File: config.mk
export PLATFORM = sky130hd
export DESIGN_NAME = canonical_kmer_edge_extractor_core
export DESIGN_NICKNAME = d
export VERILOG_FILES = /design/src/design/cke_pkg.sv /design/src/design/cke_datapath.sv /design/src/design/canonical_kmer_edge_extractor_core.sv
export SDC_FILE = /design/constraint.sdc
export NUM_CORES = 1
export LEC_CHECK = 0
export BUFFER_PORTS_ARGS = -buffer_cell sky130_fd_sc_hd__buf_2
export CORE_ASPECT_RATIO = 1.4
export CORE_MARGIN = 5
export CORE_UTILIZATION = 60
export DETAILED_ROUTE_END_ITERATION = 10
export PLACE_DENSITY = 0.86
export SYNTH_ARGS = -nofsm -noshare
export SYNTH_HDL_FRONTEND = slang
export SYNTH_HIERARCHICAL = 1
export SYNTH_SLANG_ARGS = --single-unit
export TNS_END_PERCENT = 10
File: constraint.sdc
create_clock -name clk -period 13.4 [get_ports clk]
set_input_delay 1.34 -clock clk [delete_from_list [all_inputs] [get_ports clk]]
set_output_delay 1.34 -clock clk [all_outputs]
set_load 0.05 [all_outputs]
File: src/design/cke_pkg.sv
package cke_pkg;

  localparam int MAX_K = 31;
  localparam int K_W = 5;
  localparam int KMER_W = 2 * MAX_K;
  localparam int RUN_W = 6;
  localparam int RUN_MAX = 32;
  localparam int SLOT_W = 3;
  localparam int CODE_W = 2;
  localparam int SHIFT_W = 7;

  localparam logic [K_W-1:0] KMER_LEN_RESET = K_W'(MAX_K);

  // base codes
  localparam logic [CODE_W-1:0] CODE_A = 2'd0;
  localparam logic [CODE_W-1:0] CODE_C = 2'd1;
  localparam logic [CODE_W-1:0] CODE_G = 2'd2;
  localparam logic [CODE_W-1:0] CODE_T = 2'd3;

  // complement of a 2-bit base code
  localparam logic [CODE_W-1:0] COMP_XOR = 2'd3;
  // slot offset for the "other form" half
  localparam logic [SLOT_W-1:0] SLOT_HI = 3'd4;

  typedef struct packed {
    logic              ok;
    logic [CODE_W-1:0] code;
  } base_t;

  typedef struct packed {
    logic [KMER_W-1:0] from_key;
    logic [SLOT_W-1:0] from_slot;
    logic [KMER_W-1:0] to_key;
    logic [SLOT_W-1:0] to_slot;
  } edge_t;

  function automatic base_t base_decode(input logic [7:0] ch);
    base_t b;
    b.ok = 1'b1;
    unique case (ch)
      8'h41, 8'h61: b.code = CODE_A;
      8'h43, 8'h63: b.code = CODE_C;
      8'h47, 8'h67: b.code = CODE_G;
      8'h54, 8'h74: b.code = CODE_T;
      default: begin
        b.ok = 1'b0;
        b.code = CODE_A;
      end
    endcase
    return b;
  endfunction

endpackage

File: src/design/cke_datapath.sv
module cke_datapath
  import cke_pkg::*;
(
  input  logic [KMER_W-1:0] fwd,
  input  logic [KMER_W-1:0] rev,
  input  logic [RUN_W-1:0]  run,
  input  base_t             base,
  input  logic              start,
  input  logic [K_W-1:0]    kmer_length,
  output logic [KMER_W-1:0] fwd_next,
  output logic [KMER_W-1:0] rev_next,
  output logic [RUN_W-1:0]  run_next,
  output logic              hit,
  output edge_t             edge_out
);

  logic [K_W-1:0]     k_eff;
  logic [RUN_W-1:0]   two_k;
  logic [RUN_W-1:0]   top;
  logic [KMER_W-1:0]  mask;
  logic [KMER_W-1:0]  cur_fwd;
  logic [KMER_W-1:0]  cur_rev;
  logic [RUN_W-1:0]   cur_run;
  logic [KMER_W-1:0]  ins_rev;
  logic [CODE_W-1:0]  dropped;
  logic               from_is_fwd;
  logic               to_is_fwd;

  always_comb begin
    k_eff = (kmer_length == '0) ? K_W'(1) : kmer_length;
    two_k = {k_eff, 1'b0};
    top = two_k - RUN_W'(2);
    mask = {KMER_W{1'b1}} >> (SHIFT_W'(KMER_W) - SHIFT_W'(two_k));

    // read start wipes state before this base
    cur_fwd = start ? '0 : fwd;
    cur_rev = start ? '0 : rev;
    cur_run = start ? '0 : run;

    ins_rev = {{(KMER_W-CODE_W){1'b0}}, base.code ^ COMP_XOR} << top;

    fwd_next = (cur_fwd << 2) & mask;
    rev_next = (cur_rev >> 2) & mask;
    if (base.ok) begin
      fwd_next = fwd_next | {{(KMER_W-CODE_W){1'b0}}, base.code};
      rev_next = rev_next | ins_rev;
      run_next = (cur_run < RUN_W'(RUN_MAX)) ? cur_run + RUN_W'(1) : cur_run;
    end else begin
      run_next = '0;
    end

    hit = base.ok && (run_next >= RUN_W'(k_eff) + RUN_W'(1));

    // previous k-mer is the stored one, top base at the current length
    dropped = CODE_W'(cur_fwd >> top);
    from_is_fwd = cur_fwd < cur_rev;
    to_is_fwd = fwd_next < rev_next;

    edge_out.from_key = from_is_fwd ? cur_fwd : cur_rev;
    edge_out.from_slot = {1'b0, base.code} | (from_is_fwd ? '0 : SLOT_HI);
    edge_out.to_key = to_is_fwd ? fwd_next : rev_next;
    edge_out.to_slot = {1'b0, dropped ^ COMP_XOR} | (to_is_fwd ? SLOT_HI : '0);
  end

endmodule

File: src/design/canonical_kmer_edge_extractor_core.sv
// Canonical k-mer edge extractor. Feed one read character per item, with
// read_start high on the first character of each read. A, C, G, T (either
// case) extend the current run; any other character breaks it but still
// shifts the window. Once kmer_length+1 valid bases have been seen in a row,
// every valid base produces one edge item: canonical keys of the previous
// and current k-mer (smaller of forward and reverse complement, reverse on
// a tie) plus a 3-bit slot at each end. Other characters produce nothing.
// Rate: one item per cycle unless the result side stalls. The character
// is decoded into an input register, then the shift, the two 62-bit
// compares and the key select run in one step into the result register.
// The rolling k-mer state updates in that same step, so back-to-back bases
// chain through it. Stalling the result side holds the input register and
// raises in_stall. kmer_length (reset 31, zero acts as 1) is written on the
// cfg channel, which is always ready; write it only while no item is in
// flight.
module canonical_kmer_edge_extractor_core
  import cke_pkg::*;
(
  input  logic              clk,
  input  logic              rst,
  // config write
  input  logic              cfg_valid,
  output logic              cfg_ready,
  input  logic [K_W-1:0]    cfg_data,
  // character items
  input  logic              in_valid,
  output logic              in_stall,
  input  logic [7:0]        base_char,
  input  logic              read_start,
  // edge items
  output logic              out_valid,
  input  logic              out_stall,
  output logic [KMER_W-1:0] from_key,
  output logic [SLOT_W-1:0] from_slot,
  output logic [KMER_W-1:0] to_key,
  output logic [SLOT_W-1:0] to_slot
);

  logic [K_W-1:0]    kmer_length;

  // input register
  logic              s1_valid;
  base_t             s1_base;
  logic              s1_start;

  // rolling state
  logic [KMER_W-1:0] fwd;
  logic [KMER_W-1:0] rev;
  logic [RUN_W-1:0]  run;

  logic [KMER_W-1:0] fwd_next;
  logic [KMER_W-1:0] rev_next;
  logic [RUN_W-1:0]  run_next;
  logic              hit;
  edge_t             edge_c;
  edge_t             result;

  logic              advance;
  logic              in_take;

  assign cfg_ready = 1'b1;

  // step the input register whenever the result register can take a value
  assign advance = s1_valid && (!out_valid || !out_stall);
  assign in_stall = s1_valid && !advance;
  assign in_take = in_valid && !in_stall;

  always_ff @(posedge clk) begin
    if (rst) begin
      kmer_length <= KMER_LEN_RESET;
    end else if (cfg_valid && cfg_ready) begin
      kmer_length <= cfg_data;
    end
  end

  always_ff @(posedge clk) begin
    if (rst) begin
      s1_valid <= 1'b0;
    end else if (in_take) begin
      s1_valid <= 1'b1;
    end else if (advance) begin
      s1_valid <= 1'b0;
    end
  end

  always_ff @(posedge clk) begin
    if (in_take) begin
      s1_base <= base_decode(base_char);
      s1_start <= read_start;
    end
  end

  cke_datapath u_datapath (
    .fwd         (fwd),
    .rev         (rev),
    .run         (run),
    .base        (s1_base),
    .start       (s1_start),
    .kmer_length (kmer_length),
    .fwd_next    (fwd_next),
    .rev_next    (rev_next),
    .run_next    (run_next),
    .hit         (hit),
    .edge_out    (edge_c)
  );

  always_ff @(posedge clk) begin
    if (rst) begin
      fwd <= '0;
      rev <= '0;
      run <= '0;
    end else if (advance) begin
      fwd <= fwd_next;
      rev <= rev_next;
      run <= run_next;
    end
  end

  // result register
  always_ff @(posedge clk) begin
    if (rst) begin
      out_valid <= 1'b0;
    end else if (advance) begin
      out_valid <= hit;
    end else if (!out_stall) begin
      out_valid <= 1'b0;
    end
  end

  always_ff @(posedge clk) begin
    if (advance && hit) begin
      result <= edge_c;
    end
  end

  assign from_key = result.from_key;
  assign from_slot = result.from_slot;
  assign to_key = result.to_key;
  assign to_slot = result.to_slot;

`ifndef SYNTHESIS
  a_start_run: assert property (@(posedge clk) disable iff (rst)
    advance && s1_start |=> run <= RUN_W'(1))
    else $error("run count not cleared by read start");

  a_run_sat: assert property (@(posedge clk) disable iff (rst)
    advance |=> run <= RUN_W'(RUN_MAX))
    else $error("run count past saturation");

  a_stall_cause: assert property (@(posedge clk) disable iff (rst)
    in_stall |-> s1_valid && out_valid && out_stall)
    else $error("input stalled without a held result");

  a_out_source: assert property (@(posedge clk) disable iff (rst)
    $rose(out_valid) |-> $past(advance && hit))
    else $error("result appeared without a processed edge");

  a_bad_char_quiet: assert property (@(posedge clk) disable iff (rst)
    advance && !s1_base.ok |=> !out_valid && run == '0)
    else $error("invalid base produced an edge");
`endif

endmodule
=== After elaboration in Yosys (flattened, before gate mapping) ===
Index checks and enable logic that the tools add are counted.

* Add/subtract/negate cells: 4
* $mul: 0
* Div/mod/pow operators: 0
* Magnitude comparators: 4
* Eq/ne operators: 9
* Shift operators: 3
* Multiplexer cells: 18
* Bitwise operators: 8
* Reductions and logical operators: 16

{| class="wikitable"
|+ Operator list
! operator !! number
|-
| 62-bit 2-to-1 mux || 6
|-
| 62-bit < comparator || 2
|-
| 8-bit by 7-bit equality test with 1-bit output, second input constant || 8
|-
| 60-bit by 62-bit bitwise AND with 62-bit output || 1
|-
| 62-bit bitwise AND || 1
|-
| 62-bit by 2-bit bitwise OR with 62-bit output || 1
|-
| 62-bit bitwise OR || 1
|-
| 2-bit by 6-bit << shifter with 62-bit output || 1
|-
| 62-bit by 6-bit right shift with 2-bit output || 1
|-
| 62-bit by 7-bit right shift with 62-bit output, first input constant || 1
|-
| 6-bit 2-to-1 mux || 3
|-
| 8-bit OR reduction || 1
|-
| 6-bit by 6-bit subtractor with 7-bit output, first input constant || 1
|-
| 5-bit by 1-bit adder with 6-bit output, second input constant || 1
|-
| 6-bit by 1-bit adder with 6-bit output, second input constant || 1
|-
| 6-bit greater-or-equal comparator || 1
|-
| 6-bit < comparator, second input constant || 1
|-
| 3-bit 2-to-1 mux || 2
|-
| 2-bit by 3-bit bitwise OR with 3-bit output || 2
|-
| 2-bit case mux with 3 select lines || 1
|-
| 2-bit OR reduction || 3
|-
| 6-bit by 2-bit subtractor with 6-bit output, second input constant || 1
|-
| 1-bit logical AND || 5
|-
| 5-bit logical NOT || 1
|-
| 7 further kinds || 15
|}

* Flip-flop bits (word level): 271
* Latch bits: 0
* Bits in writable memories: 0
* Memory bits (read-only): 0
* Bits of input ports: 19
* Memories: 0

=== Longest topological paths before layout ===
* Depth after elaboration: 10
* Depth in mapped cells: 24
* Mapped depth without buffers: 18

=== Hierarchy ===
The synthesis kept the hierarchy.

{| class="wikitable"
|+ Modules (own cells, without submodules)
! module !! instances !! cells an instance !! area an instance (µm²) !! sequential area each (µm²)
|-
| canonical_kmer_edge_extractor_core || 1 || 738 || 8829.7 || 6766.5
|-
| cke_datapath || 1 || 1060 || 7803.7 || 0.0
|}

=== Least setup slack after synthesis ===
OpenSTA, ideal clock, no wires.

* Path type: reg-to-reg
* Start: register kmer_length[1]
* End: register result (netlist bit from_key[0]) (enable)
* Setup time: 504 ps
* Arrival time: 5767 ps
* Data required time: 12896 ps
* Setup slack: 7128 ps
* Stages on the path, launching flop included: 17
* Clock period less this slack: 6272 ps
* Cell sequence: dfxtp_1 > nor4_2 > or2_1 > buf_6 > inv_2 > buf_4 > buf_2 > ha_1 > clkbuf_1 > inv_1 > ha_1 > o21a_1 > o21ai_0 > nand2b_1 > a21oi_1 > o21ai_0 > and2_1

* Word-level cells in the longest chain between the ends: 6

{| class="wikitable"
|+ Ends and longest elaborated chain
! item !! RTL line !! text
|-
| start: declaration || canonical_kmer_edge_extractor_core.sv:39 || <nowiki>logic [K_W-1:0] kmer_length;</nowiki>
|-
| start signal: assignment || canonical_kmer_edge_extractor_core.sv:72 || <nowiki>kmer_length <= cfg_data;</nowiki>
|-
| 5-bit logical NOT || cke_datapath.sv:30 || <nowiki>k_eff = (kmer_length == '0) ? K_W'(1) : kmer_length;</nowiki>
|-
| 5-bit 2-to-1 mux * || cke_datapath.sv:30 ||
|-
| 5-bit by 1-bit adder with 6-bit output * || cke_datapath.sv:52 || <nowiki>hit = base.ok && (run_next >= RUN_W'(k_eff) + RUN_W'(1));</nowiki>
|-
| 6-bit greater-or-equal comparator * || cke_datapath.sv:52 ||
|-
| 1-bit logical AND * || cke_datapath.sv:52 ||
|-
| named net hit || canonical_kmer_edge_extractor_core.sv:54 || <nowiki>logic hit;</nowiki>
|-
| 1-bit logical AND * || canonical_kmer_edge_extractor_core.sv:131 || <nowiki>if (advance && hit) begin</nowiki>
|-
| end signal: assignment || canonical_kmer_edge_extractor_core.sv:132 || <nowiki>result <= edge_c;</nowiki>
|-
| end: declaration || canonical_kmer_edge_extractor_core.sv:56 || <nowiki>edge_t result;</nowiki>
|}

Mark *: on every way through the listed nets, which the timed path passes. The rest lies on a longest branch.
A chain may end at the register's enable or synchronous reset.

==> flow_summary_export.csv <==
group,metric,value,unit
cells_and_area,antennaDiodeCount,0,
sta,setup_viol,0,
logic_synthesis,synth_top_family_by_area,"simple AND/OR/NAND/NOR gates",
critical_path,path_max_fanout,45,
critical_path,end_kind,"flop",
die,ioPinCount,152,
logic_synthesis,synth-edff-count,134,
worst_hold_path,min_delay_worst_endpoint,"rev[3]",
critical_path,start_kind,"flop",
worst_hold_path,hp-start,"rev[3]",
grt,grt_antenna_before_repair,1,
place,hpwl,32700,um
critical_path,path_cells,"nor4_2, or2_1, inv_2, ha_1, nand2b_1, o21ai_0, nor2b_1, nand4_1, o32ai_1, inv_1, ha_1, nand4_1, or3_1, a2111o_1, o221ai_1, o21ai_2, nand3_4, buf_4, mux2_2",
grt,grt_usage,29.3,%
die,die_h,207,um
logic_synthesis,muxShareOfSynthArea,10.9,%
logic_synthesis,yosysWarnings,6,
critical_path,crit_slowest_cell,"buf_4",
critical_path,cp.required,13.68,ns
drt,wirelength,46900,um
sta,slew_headroom,29.9,%
die,core_area,27500,um2
critical_path,reg2reg_to,"to_key[61]",
logic_synthesis,synth-seq-area-share,40.7,%
place,portBuffers,149,
cells_and_area,fillers,2122,
sta,setup_tns,0,ns
critical_path,reg2reg_depth,19,
clocking,cts_inserted_buffers,25,
clocking,hold_buffers,0,
drt,routedWlPerCell,20.6,um
grt,grt_max_degree,93,
drt,routed-via-count,14000,
clocking,clock_latency,0.55,ns
cells_and_area,drive_gt1_share,15.3,%
die,core.rowCount,72,
logic_synthesis,synth_compound_area_share,13.3,%
cells_and_area,final_cell_mix,"nand2_1, a21oi_1, buf_2, dfxtp_1, edfxtp_1",
place,place_congestion,0.968,
drt,drt_iter0_drc,1471,
logic_synthesis,yosys_most_used_dff,"dfxtp_1",
logic_synthesis,syn_area_per_cell,9.25,um2
sta,fin_crit,7.92,ns
clocking,clk_path_buf_depth,3,
clocking,cts_resized,0,
drt,drt-pass1-iter-count,6,
pwr,ir_worst_vdd,90.5,uV
sta,slew_violations,0,
pwr,power.density,101,nW/um2
sta,finalHoldWorstSlack,0.455,ns
die,die_x,151,um
grt,grt_pass1_vias,13800,
logic_synthesis,synth_seq_cells,271,
die,floorplan.initialDensity,60.5,%
sta,max_clock_freq,0.126,GHz
clocking,htreeDepth,1,
cells_and_area,final_nets,2042,
critical_path,crit_type,"flop to flop",
sta,tightest_slew,1.05,ns
clocking,cts-root-buf,"clkbuf_16",
run,drv_cap,0,
clocking,cts_tree,"yes",
critical_path,cp-startpoint,"kmer_length[3]",
pwr,p_leak,7.98,nW
clocking,clock_sinks,271,
cells_and_area,area_growth,9.94,%
logic_synthesis,mappedNetlistArea,16600,um2
outcome,status,"finished clean",
worst_hold_path,whs_path_depth,2,
sta,fin_crit_sh,59.1,%
critical_path,slowest_delay,0.82,ns
worst_hold_path,hold_class,"flop to flop",
clocking,clkTransAtPathRegs,0.07,ns
logic_synthesis,syn_inst,1798,
logic_synthesis,syn_nets,1950,
grt,grt_pass1_wl,73400,um
sta,rsz0062_at_grt,"no",
sta,hold_violations,0,
drt,via_per_inst,6.16,
critical_path,rrSetupSlack,5.48,ns
sta,fin_skew,0.0231,ns
critical_path,rr_startpoint,"kmer_length[3]",
logic_synthesis,ys_types,68,
grt,grt_overflow,0,
logic_synthesis,synth_xor_area_share,0.316,%
clocking,cts_setup_buffers,0,
critical_path,arrival,8.20,ns
logic_synthesis,synth-simple-area-share,18.4,%
logic_synthesis,async_reset_ff_share,0,%
logic_synthesis,synth_fa_ha_area_share,10.0,%
die,die-area,31200,um2
drt,final_antenna_net_count,0,
drt,drc,0,
cells_and_area,layout_commonest_cell,"nand2_1",
-- layer usage --
metal / routed length (um) / part of all wire [%] / global-route usage [%] / vias to the layer above
met5: 13 / 0.028 / 0 / -
met2: 22400 / 48 / 48.2 / 776
li1: - / - / - / 6465
met1: 17400 / 37 / 35.8 / 6590
met4: 2950 / 6.3 / 16.6 / 2
met3: 4170 / 8.9 / 5.49 / 206
-- Yosys cell counts (5+ instances only) --
| cell type | instances | share of area [%] |
|---|---|---|
| nand2_1 | 307 | 6.9 |
| a21oi_1 | 183 | 5.5 |
| dfxtp_1 | 137 | 16 |
| edfxtp_1 | 134 | 24 |
| ha_1 | 133 | 10 |
| inv_1 | 132 | 3.0 |
| nand2b_1 | 130 | 4.9 |
| nor2_1 | 99 | 2.2 |
| mux2i_1 | 65 | 3.9 |
| mux2_4 | 59 | 5.3 |
| o22a_1 | 49 | 2.6 |
| o21ai_0 | 47 | 1.4 |
| clkbuf_1 | 42 | 0.95 |
| buf_2 | 29 | 0.87 |
| nand3_1 | 25 | 0.75 |
| nand4_1 | 23 | 0.87 |
| nor2b_1 | 20 | 0.75 |
| buf_4 | 16 | 0.72 |
| nor3_1 | 16 | 0.48 |
| a211oi_1 | 10 | 0.45 |
| mux4_2 | 10 | 1.4 |
| buf_6 | 9 | 0.61 |
| inv_2 | 9 | 0.20 |
| a21o_1 | 8 | 0.36 |
| o211ai_1 | 8 | 0.36 |
| a211o_1 | 6 | 0.32 |
| o21a_1 | 6 | 0.27 |
| o22ai_1 | 6 | 0.23 |
| mux2_2 | 5 | 0.34 |
| o32a_1 | 5 | 0.30 |
| xnor2_1 | 5 | 0.26 |
-- final cells by class --
cell class | count | area [um2] | share of cell area [%]
clock buffer | 34 | 679 | 3.72
sequential | 271 | 6770 | 37.0
clock inverter | 11 | 169 | 0.924
inverter | 143 | 537 | 2.94
timing repair buffer | 161 | 838 | 4.58
multi-input combinational | 1288 | 8830 | 48.3
tap | 370 | 463 | 2.53
-- worst max-delay path by stage --
stage | cells after the start | slack (ns) | end
5_1_grt | 19 | 5.23 | to_key[61]
3_5_place_dp | 19 | 5.85 | to_key[61]
2_1_floorplan | 16 | 7.13 | from_key[0]
3_3_place_gp | 19 | 5.94 | to_key[61]
4_1_cts | 19 | 5.78 | to_key[61]
6_report | 19 | 5.48 | to_key[61]
-- logic make-up (layout without fill, tap and decap cells) --
kind of cell / Yosys count / in the layout
AOI/OAI and AO/OA: 359 / 359
other: 1 / 1
xor gates and xnor gates: 6 / 6
adders and majority gates: 133 / 133
buffers and inverters: 239 / 349
DFF: 271 / 271
and+or+nand+nor: 650 / 650
muxes: 139 / 139
-- worst max-delay path, delay by kind of cell, from the launching register on --
family          cells  cell delay (ns)
mux                 1             0.44
buf+inv             3             1.46
fa+ha+maj           2             0.67
simple gates        8             2.20
flops               1             0.81
compound gates      5             2.00
-- stage by stage --
stage / setup slack [ns] / power [mW] / cells / utilization, % / cell area [um2]
detailed placement: 5.85 / 1.11 / 2233 / 63.5 / 17400
CTS: 5.78 / 1.86 / 2278 / 66.6 / 18300
global route: 5.23 / 1.91 / 2278 / 66.6 / 18300
global placement: 5.94 / 1.11 / 2233 / 63.5 / 17400
floorplan: 7.13 / 1.07 / 1798 / - / 16600
finish: 5.48 / 1.86 / 2278 / 66.6 / 18300
-- state kept, by name (all words and copies together), names as in the netlist --
| register | cells |
|---|---|
| run | 6 |
| from_key | 62 |
| kmer_length | 5 |
| s1_start | 1 |
| from_slot | 3 |
| rev | 62 |
| fwd | 62 |
| s1_base | 3 |
| s1_valid | 1 |
| to_key | 62 |
| out_valid | 1 |
| to_slot | 3 |
-- where the power goes --
group | switching (mW) | total, mW | internal [mW]
combinational | 0.156 | 0.229 | 0.0736
sequential | 0.00617 | 0.874 | 0.868
clock | 0.316 | 0.751 | 0.435
Note: power is estimated with default switching activity, not from simulation.
